File: src/sws_pkg.sv
// Shared types, codes and constants of the sliding window sender.
// Used by the channel interfaces and by every module of the block.
`timescale 1ns / 1ps

package sws_pkg;

    // Default sizing of the window store and the largest segment payload.
    localparam int DEF_WINDOW      = 16;
    localparam int DEF_MAX_SEGMENT = 1024;

    // Fixed field widths.
    localparam int SEQ_W     = 32;
    localparam int LEN_W     = 11;
    localparam int OUTST_W   = 5;
    localparam int LIMIT_W   = 5;
    localparam int THR_W     = 4;
    localparam int CFG_IDX_W = 4;
    localparam int CFG_DAT_W = 8;

    // Depth of the command queue between front and back (a power of two).
    localparam int QUEUE_DEPTH = 2;

    // Configuration register indexes and reset values.
    localparam logic [CFG_IDX_W-1:0] REG_WINDOW_LIMIT  = CFG_IDX_W'(0);
    localparam logic [CFG_IDX_W-1:0] REG_DUP_THRESHOLD = CFG_IDX_W'(1);
    localparam logic [LIMIT_W-1:0]   LIMIT_RESET       = LIMIT_W'(10);
    localparam logic [THR_W-1:0]     THR_RESET         = THR_W'(3);

    // Input opcodes.
    localparam logic OPC_OFFER = 1'b0;
    localparam logic OPC_ACK   = 1'b1;

    // Result kinds.
    typedef enum logic [1:0] {
        KIND_SEND   = 2'd0,
        KIND_RETX   = 2'd1,
        KIND_STATUS = 2'd2,
        KIND_REJECT = 2'd3
    } kind_t;

    // Commands that the front hands to the back.
    typedef enum logic [1:0] {
        CMD_OFFER   = 2'd0,
        CMD_STATUS  = 2'd1,
        CMD_RETX    = 2'd2,
        CMD_NEW_ACK = 2'd3
    } cmd_op_t;

    typedef struct packed {
        cmd_op_t              op;
        logic [SEQ_W-1:0]     value;
        logic [LEN_W-1:0]     len;
    } cmd_t;

    typedef struct packed {
        kind_t                kind;
        logic [SEQ_W-1:0]     seq_number;
        logic [LEN_W-1:0]     length;
        logic                 last;
        logic [OUTST_W-1:0]   outstanding;
        logic                 done_res;
    } result_t;

endpackage

File: src/sws_ifs.sv
// Channel interfaces of the sliding window sender: input items, results and
// configuration writes. Depends on sws_pkg for the field widths.
`timescale 1ns / 1ps

interface sws_in_if;
    import sws_pkg::*;

    logic             valid;
    logic             ready;
    logic             opcode;
    logic [LEN_W-1:0] segment_length;
    logic [SEQ_W-1:0] ack_number;

    modport source (output valid, opcode, segment_length, ack_number, input ready);
    modport sink   (input valid, opcode, segment_length, ack_number, output ready);
endinterface

interface sws_out_if;
    import sws_pkg::*;

    logic               valid;
    logic               ready;
    logic [1:0]         kind;
    logic [SEQ_W-1:0]   seq_number;
    logic [LEN_W-1:0]   length;
    logic               last;
    logic [OUTST_W-1:0] outstanding;
    logic               done_res;

    modport source (output valid, kind, seq_number, length, last, outstanding, done_res,
                    input ready);
    modport sink   (input valid, kind, seq_number, length, last, outstanding, done_res,
                    output ready);
endinterface

interface sws_cfg_if;
    import sws_pkg::*;

    logic                 valid;
    logic                 ready;
    logic [CFG_IDX_W-1:0] index;
    logic [CFG_DAT_W-1:0] data;

    modport source (output valid, index, data, input ready);
    modport sink   (input valid, index, data, output ready);
endinterface

File: src/sliding_window_sender.sv
// Top level of the sliding window sender: front end, command queue and back end.
// Depends on sws_pkg, the channel interfaces, sws_front, sws_queue and sws_back.
//
//   channel   direction   requests carried
//   item      in          offer or acknowledgement (opcode, segment_length, ack_number)
//   cfg       in          register write (index, data), always ready
//   result    out         kind, seq_number, length, last, outstanding, done_res
//
// An offer or a status request passes through the queue, dispatch and emit steps.
// A retransmit does one window read and one emit per window entry; each popped
// entry on a new acknowledgement passes a read step and a compare step, since the
// window store has a registered read port.
// Reset clears the control state only; the window store needs no clearing pass.
// A stalled result holds the back end, while the front keeps filling its queue.
`timescale 1ns / 1ps

module sliding_window_sender #(
    parameter int WINDOW      = sws_pkg::DEF_WINDOW,
    parameter int MAX_SEGMENT = sws_pkg::DEF_MAX_SEGMENT
) (
    input  logic      clk,
    input  logic      rst_n,
    sws_in_if.sink    item,
    sws_cfg_if.sink   cfg,
    sws_out_if.source result
);
    import sws_pkg::*;

    logic               push_valid, push_ready;
    cmd_t               push_cmd;
    logic               q_valid, q_pop;
    cmd_t               q_cmd;
    logic [LIMIT_W-1:0] window_limit;

    sws_front u_front (
        .clk          (clk),
        .rst_n        (rst_n),
        .item         (item),
        .cfg          (cfg),
        .push_valid   (push_valid),
        .push_ready   (push_ready),
        .push_cmd     (push_cmd),
        .window_limit (window_limit)
    );

    sws_queue u_queue (
        .clk        (clk),
        .rst_n      (rst_n),
        .push_valid (push_valid),
        .push_ready (push_ready),
        .push_cmd   (push_cmd),
        .pop_valid  (q_valid),
        .pop        (q_pop),
        .pop_cmd    (q_cmd)
    );

    sws_back #(
        .WINDOW      (WINDOW),
        .MAX_SEGMENT (MAX_SEGMENT)
    ) u_back (
        .clk          (clk),
        .rst_n        (rst_n),
        .q_valid      (q_valid),
        .q_pop        (q_pop),
        .q_cmd        (q_cmd),
        .window_limit (window_limit),
        .result       (result)
    );

endmodule

File: src/sws_front.sv
// Front end: accepts input requests and configuration writes, keeps the
// acknowledgement history and classifies each request into a command.
`timescale 1ns / 1ps

module sws_front (
    input  logic                        clk,
    input  logic                        rst_n,
    sws_in_if.sink                      item,
    sws_cfg_if.sink                     cfg,
    output logic                        push_valid,
    input  logic                        push_ready,
    output sws_pkg::cmd_t               push_cmd,
    output logic [sws_pkg::LIMIT_W-1:0] window_limit
);
    import sws_pkg::*;

    logic [LIMIT_W-1:0] limit_reg;
    logic [THR_W-1:0]   thr_reg;
    logic [SEQ_W-1:0]   last_ack_reg, last_ack_next;
    logic [THR_W-1:0]   dup_count_reg, dup_count_next;
    logic [THR_W-1:0]   dup_inc;
    logic [THR_W-1:0]   thr_eff;
    logic               accept;

    assign cfg.ready    = 1'b1;
    assign item.ready   = push_ready;
    assign push_valid   = item.valid;
    assign accept       = item.valid && push_ready;
    assign window_limit = limit_reg;

    // Configuration registers; writes to unknown indexes are ignored.
    always_ff @(posedge clk or negedge rst_n)
    begin
        if (!rst_n)
        begin
            limit_reg <= LIMIT_RESET;
            thr_reg   <= THR_RESET;
        end
        else if (cfg.valid)
        begin
            case (cfg.index)
                REG_WINDOW_LIMIT:  limit_reg <= cfg.data[LIMIT_W-1:0];
                REG_DUP_THRESHOLD: thr_reg   <= cfg.data[THR_W-1:0];
                default:           ;
            endcase
        end
    end

    // Classify the request and update the duplicate counter.
    always_comb
    begin
        dup_inc        = dup_count_reg + THR_W'(1);
        thr_eff        = (thr_reg == '0) ? THR_W'(1) : thr_reg;
        last_ack_next  = last_ack_reg;
        dup_count_next = dup_count_reg;
        push_cmd.op    = CMD_OFFER;
        push_cmd.value = last_ack_reg;
        push_cmd.len   = item.segment_length;

        if (item.opcode == OPC_ACK)
        begin
            if (item.ack_number <= last_ack_reg)
            begin
                // A duplicate either reports status or fires a retransmit.
                if (dup_inc >= thr_eff)
                begin
                    dup_count_next = '0;
                    push_cmd.op    = CMD_RETX;
                end
                else
                begin
                    dup_count_next = dup_inc;
                    push_cmd.op    = CMD_STATUS;
                end
            end
            else
            begin
                last_ack_next  = item.ack_number;
                dup_count_next = '0;
                push_cmd.op    = CMD_NEW_ACK;
                push_cmd.value = item.ack_number;
            end
        end
    end

    always_ff @(posedge clk or negedge rst_n)
    begin
        if (!rst_n)
        begin
            last_ack_reg  <= '0;
            dup_count_reg <= '0;
        end
        else if (accept)
        begin
            last_ack_reg  <= last_ack_next;
            dup_count_reg <= dup_count_next;
        end
    end

endmodule

File: src/sws_queue.sv
// Short command queue that decouples the front end from the back end.
// Depends on sws_pkg for the command type and the queue depth.
`timescale 1ns / 1ps

module sws_queue (
    input  logic          clk,
    input  logic          rst_n,
    input  logic          push_valid,
    output logic          push_ready,
    input  sws_pkg::cmd_t push_cmd,
    output logic          pop_valid,
    input  logic          pop,
    output sws_pkg::cmd_t pop_cmd
);
    import sws_pkg::*;

    localparam int QP_W = (QUEUE_DEPTH > 1) ? $clog2(QUEUE_DEPTH) : 1;
    localparam int QC_W = $clog2(QUEUE_DEPTH + 1);

    cmd_t              entry_reg [QUEUE_DEPTH];
    logic [QP_W-1:0]   wr_ptr_reg, rd_ptr_reg;
    logic [QC_W-1:0]   fill_reg, fill_next;
    logic              do_push, do_pop;

    assign push_ready = (fill_reg != QC_W'(QUEUE_DEPTH));
    assign pop_valid  = (fill_reg != '0);
    assign pop_cmd    = entry_reg[rd_ptr_reg];
    assign do_push    = push_valid && push_ready;
    assign do_pop     = pop && pop_valid;

    // Fill level follows pushes and pops.
    always_comb
    begin
        fill_next = fill_reg;
        if (do_push && !do_pop)
        begin
            fill_next = fill_reg + QC_W'(1);
        end
        else if (do_pop && !do_push)
        begin
            fill_next = fill_reg - QC_W'(1);
        end
    end

    // Pointers wrap naturally since the depth is a power of two.
    always_ff @(posedge clk or negedge rst_n)
    begin
        if (!rst_n)
        begin
            wr_ptr_reg <= '0;
            rd_ptr_reg <= '0;
            fill_reg   <= '0;
        end
        else
        begin
            fill_reg <= fill_next;
            if (do_push)
            begin
                wr_ptr_reg <= wr_ptr_reg + QP_W'(1);
            end
            if (do_pop)
            begin
                rd_ptr_reg <= rd_ptr_reg + QP_W'(1);
            end
        end
    end

    // Queue storage holds payload only.
    always_ff @(posedge clk)
    begin
        if (do_push)
        begin
            entry_reg[wr_ptr_reg] <= push_cmd;
        end
    end

endmodule

File: src/sws_back.sv
// Back end: owns the segment window and carries out the queued commands,
// sending, retransmitting and popping entries. Depends on sws_pkg.
`timescale 1ns / 1ps

module sws_back #(
    parameter int WINDOW      = sws_pkg::DEF_WINDOW,
    parameter int MAX_SEGMENT = sws_pkg::DEF_MAX_SEGMENT
) (
    input  logic                        clk,
    input  logic                        rst_n,
    input  logic                        q_valid,
    output logic                        q_pop,
    input  sws_pkg::cmd_t               q_cmd,
    input  logic [sws_pkg::LIMIT_W-1:0] window_limit,
    sws_out_if.source                   result
);
    import sws_pkg::*;

    localparam int PTR_W = (WINDOW > 1) ? $clog2(WINDOW) : 1;
    localparam int CNT_W = $clog2(WINDOW + 1);
    localparam int SUM_W = CNT_W + 1;
    localparam int CMP_W = (CNT_W > LIMIT_W) ? CNT_W : LIMIT_W;
    localparam int SEG_W = 17;

    typedef enum logic [5:0] {
        ST_IDLE      = 6'b000001,
        ST_EMIT      = 6'b000010,
        ST_RETX_RD   = 6'b000100,
        ST_RETX_EMIT = 6'b001000,
        ST_POP_RD    = 6'b010000,
        ST_POP_CMP   = 6'b100000
    } state_t;

    state_t             state_reg, state_next;
    cmd_t               cmd_reg, cmd_next;
    logic [PTR_W-1:0]   head_reg, head_next;
    logic [CNT_W-1:0]   count_reg, count_next;
    logic [CNT_W-1:0]   idx_reg, idx_next;
    logic [SEQ_W-1:0]   next_seq_reg, next_seq_next;
    logic               end_sent_reg, end_sent_next;
    logic               out_valid_reg, out_valid_next;
    result_t            out_reg, out_next;

    logic [SEQ_W-1:0]   mem_seq [WINDOW];
    logic [LEN_W-1:0]   mem_len [WINDOW];
    logic [SEQ_W-1:0]   rd_seq_reg;
    logic [LEN_W-1:0]   rd_len_reg;
    logic [PTR_W-1:0]   rd_addr, wr_slot;
    logic               mem_we;

    logic               out_free;
    logic [CMP_W-1:0]   lim_eff;
    logic               reject;
    logic [CNT_W-1:0]   idx_inc;
    logic               retx_last;

    // Slot at a given offset from the head, modulo the window depth.
    function automatic logic [PTR_W-1:0] wrap_slot(input logic [PTR_W-1:0] base,
                                                   input logic [CNT_W-1:0] off);
        logic [SUM_W-1:0] sum;
        sum = SUM_W'(base) + SUM_W'(off);
        if (sum >= SUM_W'(WINDOW))
        begin
            sum = sum - SUM_W'(WINDOW);
        end
        return sum[PTR_W-1:0];
    endfunction

    assign out_free = !out_valid_reg || result.ready;
    assign wr_slot  = wrap_slot(head_reg, count_reg);
    assign rd_addr  = (state_reg == ST_RETX_RD || state_reg == ST_RETX_EMIT)
                      ? wrap_slot(head_reg, idx_reg) : head_reg;

    // Offer admission: clamped window limit, end marker and segment size.
    always_comb
    begin
        lim_eff = CMP_W'(window_limit);
        if (lim_eff == '0)
        begin
            lim_eff = CMP_W'(1);
        end
        if (lim_eff > CMP_W'(WINDOW))
        begin
            lim_eff = CMP_W'(WINDOW);
        end
        reject = end_sent_reg || (CMP_W'(count_reg) >= lim_eff)
                 || (SEG_W'(cmd_reg.len) > SEG_W'(MAX_SEGMENT));
    end

    assign idx_inc   = idx_reg + CNT_W'(1);
    assign retx_last = (idx_inc == count_reg);

    // Command sequencer.
    always_comb
    begin
        state_next     = state_reg;
        cmd_next       = cmd_reg;
        head_next      = head_reg;
        count_next     = count_reg;
        idx_next       = idx_reg;
        next_seq_next  = next_seq_reg;
        end_sent_next  = end_sent_reg;
        out_valid_next = out_valid_reg && !result.ready;
        out_next       = out_reg;
        q_pop          = 1'b0;
        mem_we         = 1'b0;

        case (state_reg)
            ST_IDLE:
            begin
                if (q_valid)
                begin
                    q_pop    = 1'b1;
                    cmd_next = q_cmd;
                    case (q_cmd.op)
                        CMD_RETX:
                        begin
                            if (count_reg == '0)
                            begin
                                cmd_next.op = CMD_STATUS;
                                state_next  = ST_EMIT;
                            end
                            else
                            begin
                                idx_next   = '0;
                                state_next = ST_RETX_RD;
                            end
                        end
                        CMD_NEW_ACK: state_next = ST_POP_RD;
                        default:     state_next = ST_EMIT;
                    endcase
                end
            end

            ST_EMIT:
            begin
                if (out_free)
                begin
                    out_valid_next = 1'b1;
                    out_next.last  = 1'b1;
                    if (cmd_reg.op == CMD_OFFER)
                    begin
                        out_next.seq_number = next_seq_reg;
                        out_next.length     = cmd_reg.len;
                        if (reject)
                        begin
                            out_next.kind = KIND_REJECT;
                        end
                        else
                        begin
                            out_next.kind = KIND_SEND;
                            mem_we        = 1'b1;
                            count_next    = count_reg + CNT_W'(1);
                            next_seq_next = next_seq_reg + SEQ_W'(cmd_reg.len);
                            end_sent_next = end_sent_reg || (cmd_reg.len == '0);
                        end
                    end
                    else
                    begin
                        out_next.kind       = KIND_STATUS;
                        out_next.seq_number = cmd_reg.value;
                        out_next.length     = '0;
                    end
                    state_next = ST_IDLE;
                end
            end

            ST_RETX_RD:
            begin
                state_next = ST_RETX_EMIT;
            end

            ST_RETX_EMIT:
            begin
                if (out_free)
                begin
                    out_valid_next      = 1'b1;
                    out_next.kind       = KIND_RETX;
                    out_next.seq_number = rd_seq_reg;
                    out_next.length     = rd_len_reg;
                    out_next.last       = retx_last;
                    idx_next            = idx_inc;
                    state_next          = retx_last ? ST_IDLE : ST_RETX_RD;
                end
            end

            ST_POP_RD:
            begin
                if (count_reg == '0)
                begin
                    cmd_next.op = CMD_STATUS;
                    state_next  = ST_EMIT;
                end
                else
                begin
                    state_next = ST_POP_CMP;
                end
            end

            ST_POP_CMP:
            begin
                // Drop the head unless it matches the acknowledgement.
                if (rd_seq_reg != cmd_reg.value)
                begin
                    head_next  = (head_reg == PTR_W'(WINDOW - 1)) ? '0
                                 : head_reg + PTR_W'(1);
                    count_next = count_reg - CNT_W'(1);
                    state_next = ST_POP_RD;
                end
                else
                begin
                    cmd_next.op = CMD_STATUS;
                    state_next  = ST_EMIT;
                end
            end

            default:
            begin
                state_next = ST_IDLE;
            end
        endcase

        // Window status after this step goes with every result.
        out_next.outstanding = OUTST_W'(count_next);
        out_next.done_res    = end_sent_next && (count_next == '0);
        if (!(out_valid_next && !out_valid_reg) && !(out_valid_next && result.ready))
        begin
            out_next.outstanding = out_reg.outstanding;
            out_next.done_res    = out_reg.done_res;
        end
    end

    always_ff @(posedge clk or negedge rst_n)
    begin
        if (!rst_n)
        begin
            state_reg     <= ST_IDLE;
            head_reg      <= '0;
            count_reg     <= '0;
            idx_reg       <= '0;
            next_seq_reg  <= '0;
            end_sent_reg  <= 1'b0;
            out_valid_reg <= 1'b0;
        end
        else
        begin
            state_reg     <= state_next;
            head_reg      <= head_next;
            count_reg     <= count_next;
            idx_reg       <= idx_next;
            next_seq_reg  <= next_seq_next;
            end_sent_reg  <= end_sent_next;
            out_valid_reg <= out_valid_next;
        end
    end

    // Payload registers.
    always_ff @(posedge clk)
    begin
        cmd_reg <= cmd_next;
        out_reg <= out_next;
    end

    // Window store with one write port and a registered read port.
    always_ff @(posedge clk)
    begin
        if (mem_we)
        begin
            mem_seq[wr_slot] <= next_seq_reg;
            mem_len[wr_slot] <= cmd_reg.len;
        end
        rd_seq_reg <= mem_seq[rd_addr];
        rd_len_reg <= mem_len[rd_addr];
    end

    assign result.valid       = out_valid_reg;
    assign result.kind        = out_reg.kind;
    assign result.seq_number  = out_reg.seq_number;
    assign result.length      = out_reg.length;
    assign result.last        = out_reg.last;
    assign result.outstanding = out_reg.outstanding;
    assign result.done_res    = out_reg.done_res;

endmodule

File: src/flat_wrapper.sv
// flat-port wrapper written by rule: the top's interface ports become plain ports
module sliding_window_sender_flat import sws_pkg::*;
#(
    parameter int WINDOW      = sws_pkg::DEF_WINDOW,
    parameter int MAX_SEGMENT = sws_pkg::DEF_MAX_SEGMENT
)
  (clk, rst_n, item_valid, item_opcode, item_segment_length, item_ack_number, item_ready, cfg_valid, cfg_index, cfg_data, cfg_ready, result_valid, result_kind, result_seq_number, result_length, result_last, result_outstanding, result_done_res, result_ready);
  sws_in_if item_i ();
  sws_cfg_if cfg_i ();
  sws_out_if result_i ();
  input  logic clk;
  input  logic rst_n;
  input wire logic [$bits(item_i.valid)-1:0] item_valid;
  input wire logic [$bits(item_i.opcode)-1:0] item_opcode;
  input wire logic [$bits(item_i.segment_length)-1:0] item_segment_length;
  input wire logic [$bits(item_i.ack_number)-1:0] item_ack_number;
  output wire logic [$bits(item_i.ready)-1:0] item_ready;
  input wire logic [$bits(cfg_i.valid)-1:0] cfg_valid;
  input wire logic [$bits(cfg_i.index)-1:0] cfg_index;
  input wire logic [$bits(cfg_i.data)-1:0] cfg_data;
  output wire logic [$bits(cfg_i.ready)-1:0] cfg_ready;
  output wire logic [$bits(result_i.valid)-1:0] result_valid;
  output wire logic [$bits(result_i.kind)-1:0] result_kind;
  output wire logic [$bits(result_i.seq_number)-1:0] result_seq_number;
  output wire logic [$bits(result_i.length)-1:0] result_length;
  output wire logic [$bits(result_i.last)-1:0] result_last;
  output wire logic [$bits(result_i.outstanding)-1:0] result_outstanding;
  output wire logic [$bits(result_i.done_res)-1:0] result_done_res;
  input wire logic [$bits(result_i.ready)-1:0] result_ready;
  assign item_i.valid = item_valid;
  assign item_i.opcode = item_opcode;
  assign item_i.segment_length = item_segment_length;
  assign item_i.ack_number = item_ack_number;
  assign item_ready = item_i.ready;
  assign cfg_i.valid = cfg_valid;
  assign cfg_i.index = cfg_index;
  assign cfg_i.data = cfg_data;
  assign cfg_ready = cfg_i.ready;
  assign result_valid = result_i.valid;
  assign result_kind = result_i.kind;
  assign result_seq_number = result_i.seq_number;
  assign result_length = result_i.length;
  assign result_last = result_i.last;
  assign result_outstanding = result_i.outstanding;
  assign result_done_res = result_i.done_res;
  assign result_i.ready = result_ready;
  sliding_window_sender #(.WINDOW(WINDOW), .MAX_SEGMENT(MAX_SEGMENT)) u_core (.clk(clk), .rst_n(rst_n), .item(item_i), .cfg(cfg_i), .result(result_i));
endmodule
File: config.mk
export PLATFORM = sky130hd
export DESIGN_NAME = sliding_window_sender_flat
export DESIGN_NICKNAME = d
export VERILOG_FILES = /design/src/sws_pkg.sv /design/src/sws_ifs.sv /design/src/sliding_window_sender.sv /design/src/sws_front.sv /design/src/sws_queue.sv /design/src/sws_back.sv /design/src/flat_wrapper.sv
export SDC_FILE = /design/constraint.sdc
export NUM_CORES = 1
export LEC_CHECK = 0
export BUFFER_PORTS_ARGS = -buffer_cell sky130_fd_sc_hd__buf_4
export CORE_AREA = 2 2 350 352
export CTS_CLUSTER_SIZE = 10
export DETAILED_ROUTE_END_ITERATION = 10
export DIE_AREA = 0 0 352 354
export HOLD_SLACK_MARGIN = 0.03
export PLACE_DENSITY = 0.49
export SYNTH_ARGS = -nofsm -noshare
export SYNTH_HDL_FRONTEND = slang
export SYNTH_SLANG_ARGS = --single-unit
File: constraint.sdc
create_clock -name clk -period 5.95 [get_ports clk]
set_input_delay 0.2975 -clock clk [delete_from_list [all_inputs] [get_ports clk]]
set_output_delay 0.2975 -clock clk [all_outputs]
set_load 0.05 [all_outputs]
======== After elaboration in Yosys (flattened, before gate mapping) ========
Memory sizes are Yosys's and may differ from the RTL's. A register that Yosys moved wholly into a read port is not among the register bits.
Cells that the tools add are included.
storage, ports and cells
  bits in read-only memories .............. 0
  bits in latches ......................... 0
  bits in writable memories ............... 778
  memories ................................ 3
  flip-flop bits (word level) ............. 200
  output and inout bits ................... 55
cells by class
  bitwise operators ....................... 1
  eq/ne operators ......................... 20
  $mul .................................... 0
  $lt $le $gt $ge ......................... 7
  add/sub/neg operators ................... 14
  mux-type cells .......................... 61
  div/mod/pow operators ................... 0
  reduce and logical (&&, ||, !) cells .... 43
  shift operators ......................... 0
memory list
  memory                    words  width  rd ports  clocked after Yosys merged registers in  write ports  line             RTL
  u_core.u_back.mem_seq     16     32     1         1                                        1            sws_back.sv:44   logic [SEQ_W-1:0] mem_seq [WINDOW];
  u_core.u_back.mem_len     16     11     1         1                                        1            sws_back.sv:45   logic [LEN_W-1:0] mem_len [WINDOW];
  u_core.u_queue.entry_reg  2      45     1         0                                        1            sws_queue.sv:20  cmd_t entry_reg [QUEUE_DEPTH];
operators with widths
  operator                                                            number
  2-to-1 mux 46 bit                                                   2
  one-hot mux 46 bit (2 select lines)                                 1
  2-to-1 mux 45 bit                                                   2
  2-to-1 mux 5 bit                                                    11
  one-hot mux 6 bit (6 select lines)                                  1
  2-to-1 mux 34 bit                                                   1
  adder 32 x 11 -> 32 bit                                             1
  less-or-equal comparator 32 bit                                     1
  2-to-1 mux 32 bit                                                   1
  inequality test 32 bit                                              1
  2-to-1 mux 4 bit                                                    7
  2-to-1 mux 6 bit                                                    4
  one-hot mux 5 bit (2 select lines)                                  2
  2-to-1 mux 2 bit                                                    9
  2-to-1 mux 1 bit                                                    16
  zero test 5 bit                                                     3
  adder 4 x 5 -> 6 bit                                                2
  greater-or-equal comparator 6 x 5 -> 1 bit (second input constant)  2
  inequality test 2 bit (second input constant)                       6
  one-hot mux 6 bit (2 select lines)                                  1
  greater-than comparator 11 bit (second input constant)              1
  zero test 11 bit                                                    1
  adder 5 x 1 -> 5 bit (second input constant)                        2
  AND reduction 2 bit                                                 5
  other kinds (34)                                                    63

======== Depth between registers and ports, before layout ========
Gate-level depths: netlist of the first run.
  depth in word-level cells ............... 13
  mapped depth ............................ 12
  depth with buffers taken out ............ 12

======== Hierarchy ========
A second synthesis of the first run with hierarchy kept.
second synthesis, totals
  cells, all modules ...................... 2934
  area, all modules ....................... 42598.4 µm²
by module, submodules not included
  module     instances  seq. area each (µm²)  area an instance (µm²)  cells each
  sws_back   1          25786.0               35725.5                 2482
  sws_queue  1          2802.7                3641.0                  158
  sws_front  1          1131.1                3231.8                  294

======== Least setup slack after synthesis of the first run ========
OpenSTA, ideal clock, no wires.
  path type ............................... register to register
  start ................................... reg u_core.u_front.limit_reg[1], in the netlist u_core.u_front.window_limit[1]
  end ..................................... mem u_core.u_back.mem_len[4][0] (enable)
  required time ........................... 5453 ps
  slack ................................... 655 ps
  library setup time ...................... 497 ps
  buffers on the path ..................... 0
  data arrival time ....................... 4799 ps
  cell stages (with the launch flop) ...... 12
  path through ............................ dfstp_2 nor3_1 nor2_1 nor2_1 ha_1 nor2b_1 o21ai_0 a31oi_1 nand3_1 nor2b_1 nand2_1 nor3_1
between the ends
  longest elaborated chain between the ends .. 13
ends and longest elaborated chain
  element                                     line             RTL
  from (decl)                                 sws_front.sv:17  logic [LIMIT_W-1:0] limit_reg;
  from (signal assigned)                      sws_front.sv:42  REG_WINDOW_LIMIT: limit_reg <= cfg.data[LIMIT_W-1:0];
  zero test 5 bit                             sws_back.sv:78   if (lim_eff == '0)
  2-to-1 mux 5 bit (*)                        sws_back.sv:78
  greater-than comparator 5 bit               sws_back.sv:82   if (lim_eff > CMP_W'(WINDOW))
  2-to-1 mux 5 bit (*)                        sws_back.sv:82
  greater-or-equal comparator 5 bit (*)       sws_back.sv:86   reject = end_sent_reg || (CMP_W'(count_reg) >= lim_eff)
  logical OR 1 bit (*)                        sws_back.sv:86
  logical OR 1 bit (*)                        sws_back.sv:87   || (SEG_W'(cmd_reg.len) > SEG_W'(MAX_SEGMENT));
  2-to-1 mux 1 bit (*)                        sws_back.sv:145  if (reject)
  2-to-1 mux 1 bit (*)                        sws_back.sv:141  if (cmd_reg.op == CMD_OFFER)
  2-to-1 mux 1 bit (*)                        sws_back.sv:137  if (out_free)
  2-to-1 mux 1 bit (*)                        sws_back.sv:108  case (state_reg)
  2-to-1 mux 1 bit (*)                        sws_back.sv:267  if (mem_we)
  2-to-1 mux 1 bit (implied by the code) (*)  sws_back.sv:270  mem_len[wr_slot] <= cmd_reg.len;
  to (decl)                                   sws_back.sv:45
Mark *: on every way between the ends. The rest lies on a longest branch, timed or not.

======== Worst setup path after layout of the first run ========
  start ................................... reg u_core.u_back.cmd_reg[1] (netlist name)
  end ..................................... mem u_core.u_back.mem_seq[9][18] (enable)
between the ends
  longest elaborated chain between the ends .. 8
ends and longest elaborated chain
  element                                 line             RTL
  from (decl)                             sws_back.sv:35   cmd_t cmd_reg, cmd_next;
  from (signal assigned)                  sws_back.sv:260  cmd_reg <= cmd_next;
  greater-than comparator 11 bit          sws_back.sv:87
  logical OR 1 bit                        sws_back.sv:87
  2-to-1 mux 1 bit                        sws_back.sv:145
  2-to-1 mux 1 bit                        sws_back.sv:141
  2-to-1 mux 1 bit                        sws_back.sv:137
  2-to-1 mux 1 bit                        sws_back.sv:108
  2-to-1 mux 1 bit                        sws_back.sv:267
  2-to-1 mux 1 bit (implied by the code)  sws_back.sv:269  mem_seq[wr_slot] <= next_seq_reg;
  to (decl)                               sws_back.sv:44
No other way between the ends.

==> metrics.cfg, run 1 <==
[sta]
hold_viol=0
setup-violations-final=0
tightest_slew_ns=1.05
final.setup.tns_ns=0
skew_ns=0.0275
slew-limit-headroom_pct=29.3
slew_violations=0
fin_crit_ns=4.07
rsz0062_at_grt=false
fin_crit_sh_pct=68.4
max_clock_freq_mhz=246

[synthesis]
synth_mux_area_share_pct=4.12
syn_area_mm2=0.0420
yosys-top-cells-area=edfxtp_1, nand2_1, dfrtp_1
synthDominantCellAreaShare_pct=62.6
async_flop_share_pct=10.1
synthCells=3193
avgSynthCellArea_um2=13.1
ys_seq_area_share_pct=70.8
yosysTopAreaCell=edfxtp_1
synth-edff-count=875
synth-simple-area-share_pct=13.6
yosysWarnings=0
synth.ff_latch_count=1021
synth_xor_area_share_pct=1.79
synth_top_family_by_area=simple AND/OR/NAND/NOR gates
synth_cell_type_count=67
syn_nets=3321
synth_ff_type=edfxtp_1
synth_compound_area_share_pct=5.17
synth_fa_ha_area_share_pct=2.05

[cells_and_area]
nFillCells=11400
drive_gt1_share_pct=13.0
largest_reg_flops=512
nets=3490
diodes=0
syn_to_final_growth_pct=15.7
design_area_mm2=0.0486
fin_cells=5086

[cts]
cts_made_buffers=113
clk_pin_slew_ns=0.06
root_buffer=clkbuf_16
cts_resized=0
cts-htree-levels=3
clkSinkCount=1021
clock_path_buffers=3
clk_latency_ns=0.68
cts_setup_buffers=0
cts_tree=done
holdBufCountCts=53

[critical_path]
start_kind=register
crit_chain=nor4_1 > nand3_1 > a21oi_1 > nand3_1 > nor2_1 > nand2_1 > nor2_4 > buf_4
cp-end-kind=register
required_ns=6.24
cp.arrival_ns=4.36
path_delay_family=simple AND/OR/NAND/NOR gates
critPathMaxStageDelay_ns=0.70
cp_max_fo=31
crit_type=reg2reg
cp_common_cell=nand3_1
slowest_stage=edfxtp_1
cp_num_buf_inv=1

[grt]
antenna_found_initial=1
grt_overflow=0
grt_pass1_wl_um=163000
grt_usage_pct=17.3
grt_max_degree=164
grt_pass1_vias=25000

[power_and_ir_drop]
ir_worst_vdd_mv=0.279
clkPwrFrac_pct=29.6
switchingPower_mw=6.98
switching_share_pct=32.5
p_comb_share_pct=25.0
power_density_mw_per_mm2=442
power.internal_mw=14.5
p_seq_share_pct=45.3
p_leak_nw=17.9

[route]
drt_pass1_iterations=5
drc=0
postRouteAntennaNets=0
finalWirelength_um=110000
viasPerCell=4.97
wl_per_cell_um=21.6
vias=25300
drtIter0Drc=1765

[place]
io_buffers=111
placed_area_mm2=0.0447
place_congestion=0.786
dp_hpwl_um=61700
dp_cells=4819

[floorplanning]
core_mm2=0.121
dieArea_mm2=0.125
ioPinCount=116
die_h_um=354
die_w_um=352
rows=128
start_util_pct=34.7

[outcome]
status=finished, final reports clean

[job]
max_cap_violations=0

[min_path]
hp-class=in2reg

[path summary, 6_finish.rpt]
check	startpoint	end	slack, ns	depth (start not counted)
setup / recovery	u_core.u_back.cmd_reg[1]	u_core.u_back.mem_seq[9][18]	1.88	8
hold / removal	cfg_index[3]	u_core.u_front.window_limit[2]	0.1	3
setup reg to reg	u_core.u_back.cmd_reg[1]	u_core.u_back.mem_seq[9][18]	1.88	8
hold reg to reg	u_core.u_queue.rd_ptr_reg	u_core.u_queue.rd_ptr_reg	0.47	1
max in group asynchronous	rst_n	u_core.u_queue.rd_ptr_reg	4.38	3
min in group asynchronous	rst_n	u_core.u_front.last_ack_reg[17]	0.22	2
[per-layer routing]
| metal | vias to the layer above | wire [um] | share of wire (%) | global-route usage [%] |
|---|---|---|---|---|
| met2 | 529 | 52400 | 48 | 28.7 |
| met4 | 0 | 1970 | 1.8 | 4.41 |
| met3 | 132 | 4540 | 4.1 | 2.23 |
| met1 | 12700 | 50800 | 46 | 24.1 |
| li1 | 11900 | - | - | - |
| met5 | - | 0 | 0 | 0 |
[synth_stat cells (all sizes together), types with 3 or more instances]
library cell,count
nor3,24
inv,54
nand3,206
o21a,6
a21o,14
clkbuf,73
nand2b,9
edfxtp,875
o31ai,5
dfxtp,43
nor2,47
o22ai,45
mux2i,35
fa,3
xor2,54
o21bai,3
dfrtp,98
dfstp,5
and2,4
a221o,44
and3,93
nand4,11
nor4,18
nor2b,11
nand2,892
ha,64
xnor2,32
a21oi,30
a31oi,89
buf,88
o21ai,65
mux2,121
[worst reg2reg max path, stage by stage (launching register included)]
cell,delay [ns]
edfxtp_1,0.70
nor4_1,0.68
nand3_1,0.18
a21oi_1,0.22
nand3_1,0.25
nor2_1,0.24
nand2_1,0.25
nor2_4,0.49
buf_4,0.63
[stage by stage]
stage	hold WS, ns	total power [mW]	setup slack (ns)	util, %
finish	0.0952	21.5	1.88	40.2
global route	0.0983	22.6	1.56	40.2
CTS	0.0570	21.7	1.78	40.2
detailed placement	0.410	15.3	1.81	37.0
global placement	0.411	15.3	1.82	37.0
floorplan	0.00191	13.4	0.655	-
[logic make-up (layout without fill, tap and decap cells)]
group / after synthesis / count (layout)
XOR/XNOR: 86 / 86
multiplexers: 156 / 156
flip-flops: 1021 / 1021
buffers and inverters: 215 / 483
other: 1 / 1
adder cells (fa/ha/maj): 67 / 67
AO/OA/AOI/OAI: 322 / 322
AND/OR/NAND/NOR: 1325 / 1325
[power groups by stage]
stage / Combinational [mW] / Clock [mW] / Sequential [mW]
finish: 5.38 / 6.37 / 9.73
detailed placement: 5.42 / 0 / 9.85
global placement: 5.42 / 0 / 9.84
global route: 5.95 / 6.80 / 9.83
CTS: 5.49 / 6.53 / 9.72
floorplan: 3.66 / 0 / 9.70
[final cells by class]
class	instances	area (um^2)	share of cell area [%]
multi-input combinational	1957	11400	23.5
tap	1625	2030	4.19
timing repair buffer	215	1900	3.91
inverter	54	203	0.417
clock inverter	4	35.0	0.0721
clock buffer	210	3270	6.73
sequential	1021	29700	61.2
[cells in the final DEF, fill, tap and decap left out, drive strengths merged, types with 14 or more instances in the layout]
master / instances
mux2: 121
nand2: 892
a221o: 44
edfxtp: 875
a21o: 14
dfrtp: 98
dlygate4sd3: 53
inv: 55
o22ai: 45
a31oi: 89
and3: 93
dfxtp: 43
nor2: 47
ha: 64
nand3: 206
buf: 162
nor3: 24
xor2: 54
mux2i: 35
clkbuf: 210
o21ai: 65
xnor2: 32
a21oi: 30
nor4: 18
Power figures use the tool's default switching activity.
==> run 2: changes to the inputs <==
==> constraint.sdc (replaced) <==
create_clock -name clk -period 3.9 [get_ports clk]
set_input_delay 0.195 -clock clk [delete_from_list [all_inputs] [get_ports clk]]
set_output_delay 0.195 -clock clk [all_outputs]
set_load 0.05 [all_outputs]
==> metrics.cfg, run 2 (synthesis results as in run 1) <==
[outcome]
status=finished, final reports clean

[cells_and_area]
nFillCells=11400  ; -0.053%
layout_common_cells=nand2_1, edfxtp_1, nand3_1, buf_4, mux2_2
diodes=0  ; unchanged
largest_reg_flops=512  ; unchanged
syn_to_final_growth_pct=18.0
nets=3561  ; +2.0%
layout_commonest_cell=nand2_1
design_area_mm2=0.0495  ; +2.0%
drive_gt1_share_pct=14.6  ; +1.6 points

[sta]
tightest_slew_ns=1.07  ; +0.0173 ns
slew-limit-headroom_pct=28.1  ; -1.2 points
hold_viol=0  ; unchanged
fin_crit_sh_pct=84.4  ; +16 points
max_clock_freq_mhz=304  ; +24%
slew_violations=0  ; unchanged
fin_crit_ns=3.29  ; -0.780 ns
skew_ns=0.0221  ; -0.00543 ns
layout_setup_ws_ns=0.609  ; -1.27 ns
rsz0062_at_grt=false
setup-violations-final=0  ; unchanged

[critical_path]
start_kind=register
required_ns=4.29  ; -1.95 ns
path_delay_family=simple AND/OR/NAND/NOR gates
regToRegSetupSlack_ns=0.61  ; -1.27 ns
critPathMaxStageDelay_ns=0.54  ; -0.16 ns
worstRegToRegCells=12  ; +4
crit_chain=nor3_1 > nor2_1 > nor2_1 > ha_1 > nor2b_1 > o21ai_0 > a31oi_1 > nand3_1 > nor2b_1 > nand2_1 > nor2_4 > buf_12
cp.arrival_ns=3.68  ; -0.68 ns
cp_num_buf_inv=1  ; unchanged
cp_max_fo=11  ; -65%
crit_type=reg2reg
cp_num_cells=12  ; +4
cp-end-kind=register
slowest_stage=dfstp_2

[grt]
antenna_found_initial=5  ; +4
grt_pass1_wl_um=162000  ; -0.96%
grt_usage_pct=17.1  ; -0.18 points
grt_overflow=0  ; unchanged
grt_pass1_vias=25200  ; +0.75%
grt_max_degree=104  ; -37%

[place]
dp_hpwl_um=63200  ; +2.5%
place_ws_ns=0.598  ; -1.22 ns
io_buffers=111  ; unchanged
placed_area_mm2=0.0456  ; +2.0%
place_congestion=0.784  ; -0.28%

[floorplanning]
die_w_um=352  ; unchanged
die_h_um=354  ; unchanged
dieArea_mm2=0.125  ; unchanged
core_mm2=0.121  ; unchanged
rows=128  ; unchanged
start_util_pct=34.7  ; unchanged
ioPinCount=116  ; unchanged

[route]
drtIter0Drc=1857  ; +5.2%
drc=0  ; unchanged
postRouteAntennaNets=0  ; unchanged
drt_pass1_iterations=5  ; unchanged
finalWirelength_um=108000  ; -1.5%
wl_per_cell_um=21.0  ; -2.8%
viasPerCell=4.93  ; -0.77%
vias=25400  ; +0.52%

[power_and_ir_drop]
power_density_mw_per_mm2=671  ; +52%
p_leak_nw=18.4  ; +2.6%
ir_worst_vdd_mv=0.482  ; +73%

[min_path]
hp-class=in2async

[cts]
clk_latency_ns=0.69  ; about the same
clkSinkCount=1021  ; unchanged
clk_pin_slew_ns=0.06  ; about the same
cts-htree-levels=3  ; unchanged
root_buffer=clkbuf_16
clock_path_buffers=3  ; unchanged
cts_made_buffers=114  ; +0.88%
cts_tree=done

[job]
max_cap_violations=0  ; unchanged

==> run 2: changes by cell type in the layout (fill, tap and decap cells not counted), moves of 2 or more <==
| cell | delta |
|---|---|
| buf_12 | +30 |
| buf_4 | +33 |
| clkbuf_1 | -6 |
| clkbuf_8 | +2 |
| clkinv_2 | -2 |
| dlygate4sd3_1 | +7 |
| nor3_2 | -4 |
| nor3_4 | +4 |
==> run 2: final timing paths <==
kind	start	end
worst min register to register	u_core.u_back.rd_len_reg[0]	u_core.u_back.result.length[0]
worst max-delay path	u_core.u_front.window_limit[1]	u_core.u_back.mem_seq[3][17]
max in group asynchronous	rst_n	u_core.u_queue.rd_ptr_reg
worst max register to register	u_core.u_front.window_limit[1]	u_core.u_back.mem_seq[3][17]
worst min-delay path	rst_n	u_core.u_front.last_ack_reg[19]
min in group clk	item_segment_length[3]	u_core.u_queue.entry_reg[0][3]
==> run 2: what timing repair did <==
item | CTS | global route
buffers inserted | 0 | 0
gates resized for setup | 0 | 0
endpoints found under the hold margin | 238 | 0
hold buffers | 60 | 0
==> run 2: stage by stage <==
step | hold WS [ns] | util [%] | power (mW) | std cells | setup TNS, ns
after floorplan | -0.101 | - | 20.4 | 3193 | -115.30
after detailed placement | 0.307 | 37.7 | 23.7 | 4882 | 0
after CTS | 0.110 | 41.0 | 33.7 | 5152 | 0
after global placement | 0.315 | 37.7 | 23.6 | 4882 | 0
final | 0.0987 | 41.0 | 33.2 | 5152 | 0
after global routing | 0.162 | 41.0 | 35.0 | 5152 | 0
==> run 2: area by class of cell <==
type                            count  area, um^2  share of cell area, %
Clock buffer                      206        3270                   6.60
Timing Repair Buffer              285        2820                   5.68
Tap cell                         1625        2030                   4.10
Inverter                           54         203                  0.409
Clock inverter                      4        63.8                  0.129
Sequential cell                  1021       29700                   60.0
Multi-Input combinational cell   1957       11400                   23.1
==> run 2: report_power, final <==
part | leakage [nW] | switching (mW) | internal [mW]
logic | 6.05 | 5.72 | 3.21
registers | 10.8 | 0.824 | 13.7
clock network | 1.58 | 4.17 | 5.65
total | 18.4 | 10.7 | 22.5
==> run 2: worst register-to-register path: stages, from the launching register on <==
cell	delay, ns
dfstp_2	0.54
nor3_1	0.05
nor2_1	0.08
nor2_1	0.05
ha_1	0.28
nor2b_1	0.10
o21ai_0	0.14
a31oi_1	0.31
nand3_1	0.26
nor2b_1	0.21
nand2_1	0.26
nor2_4	0.48
buf_12	0.23
==> run 2: routing by layer <==
| metal | routed length, um | up-vias | share of wire, % | GRT usage, % |
|---|---|---|---|---|
| met5 | 13 | - | 0.012 | 0 |
| met4 | 2660 | 2 | 2.5 | 5.32 |
| met3 | 5380 | 145 | 5.0 | 2.78 |
| met2 | 49600 | 589 | 46 | 27.4 |
| met1 | 50300 | 12600 | 47 | 23.9 |
| li1 | - | 12100 | - | - |
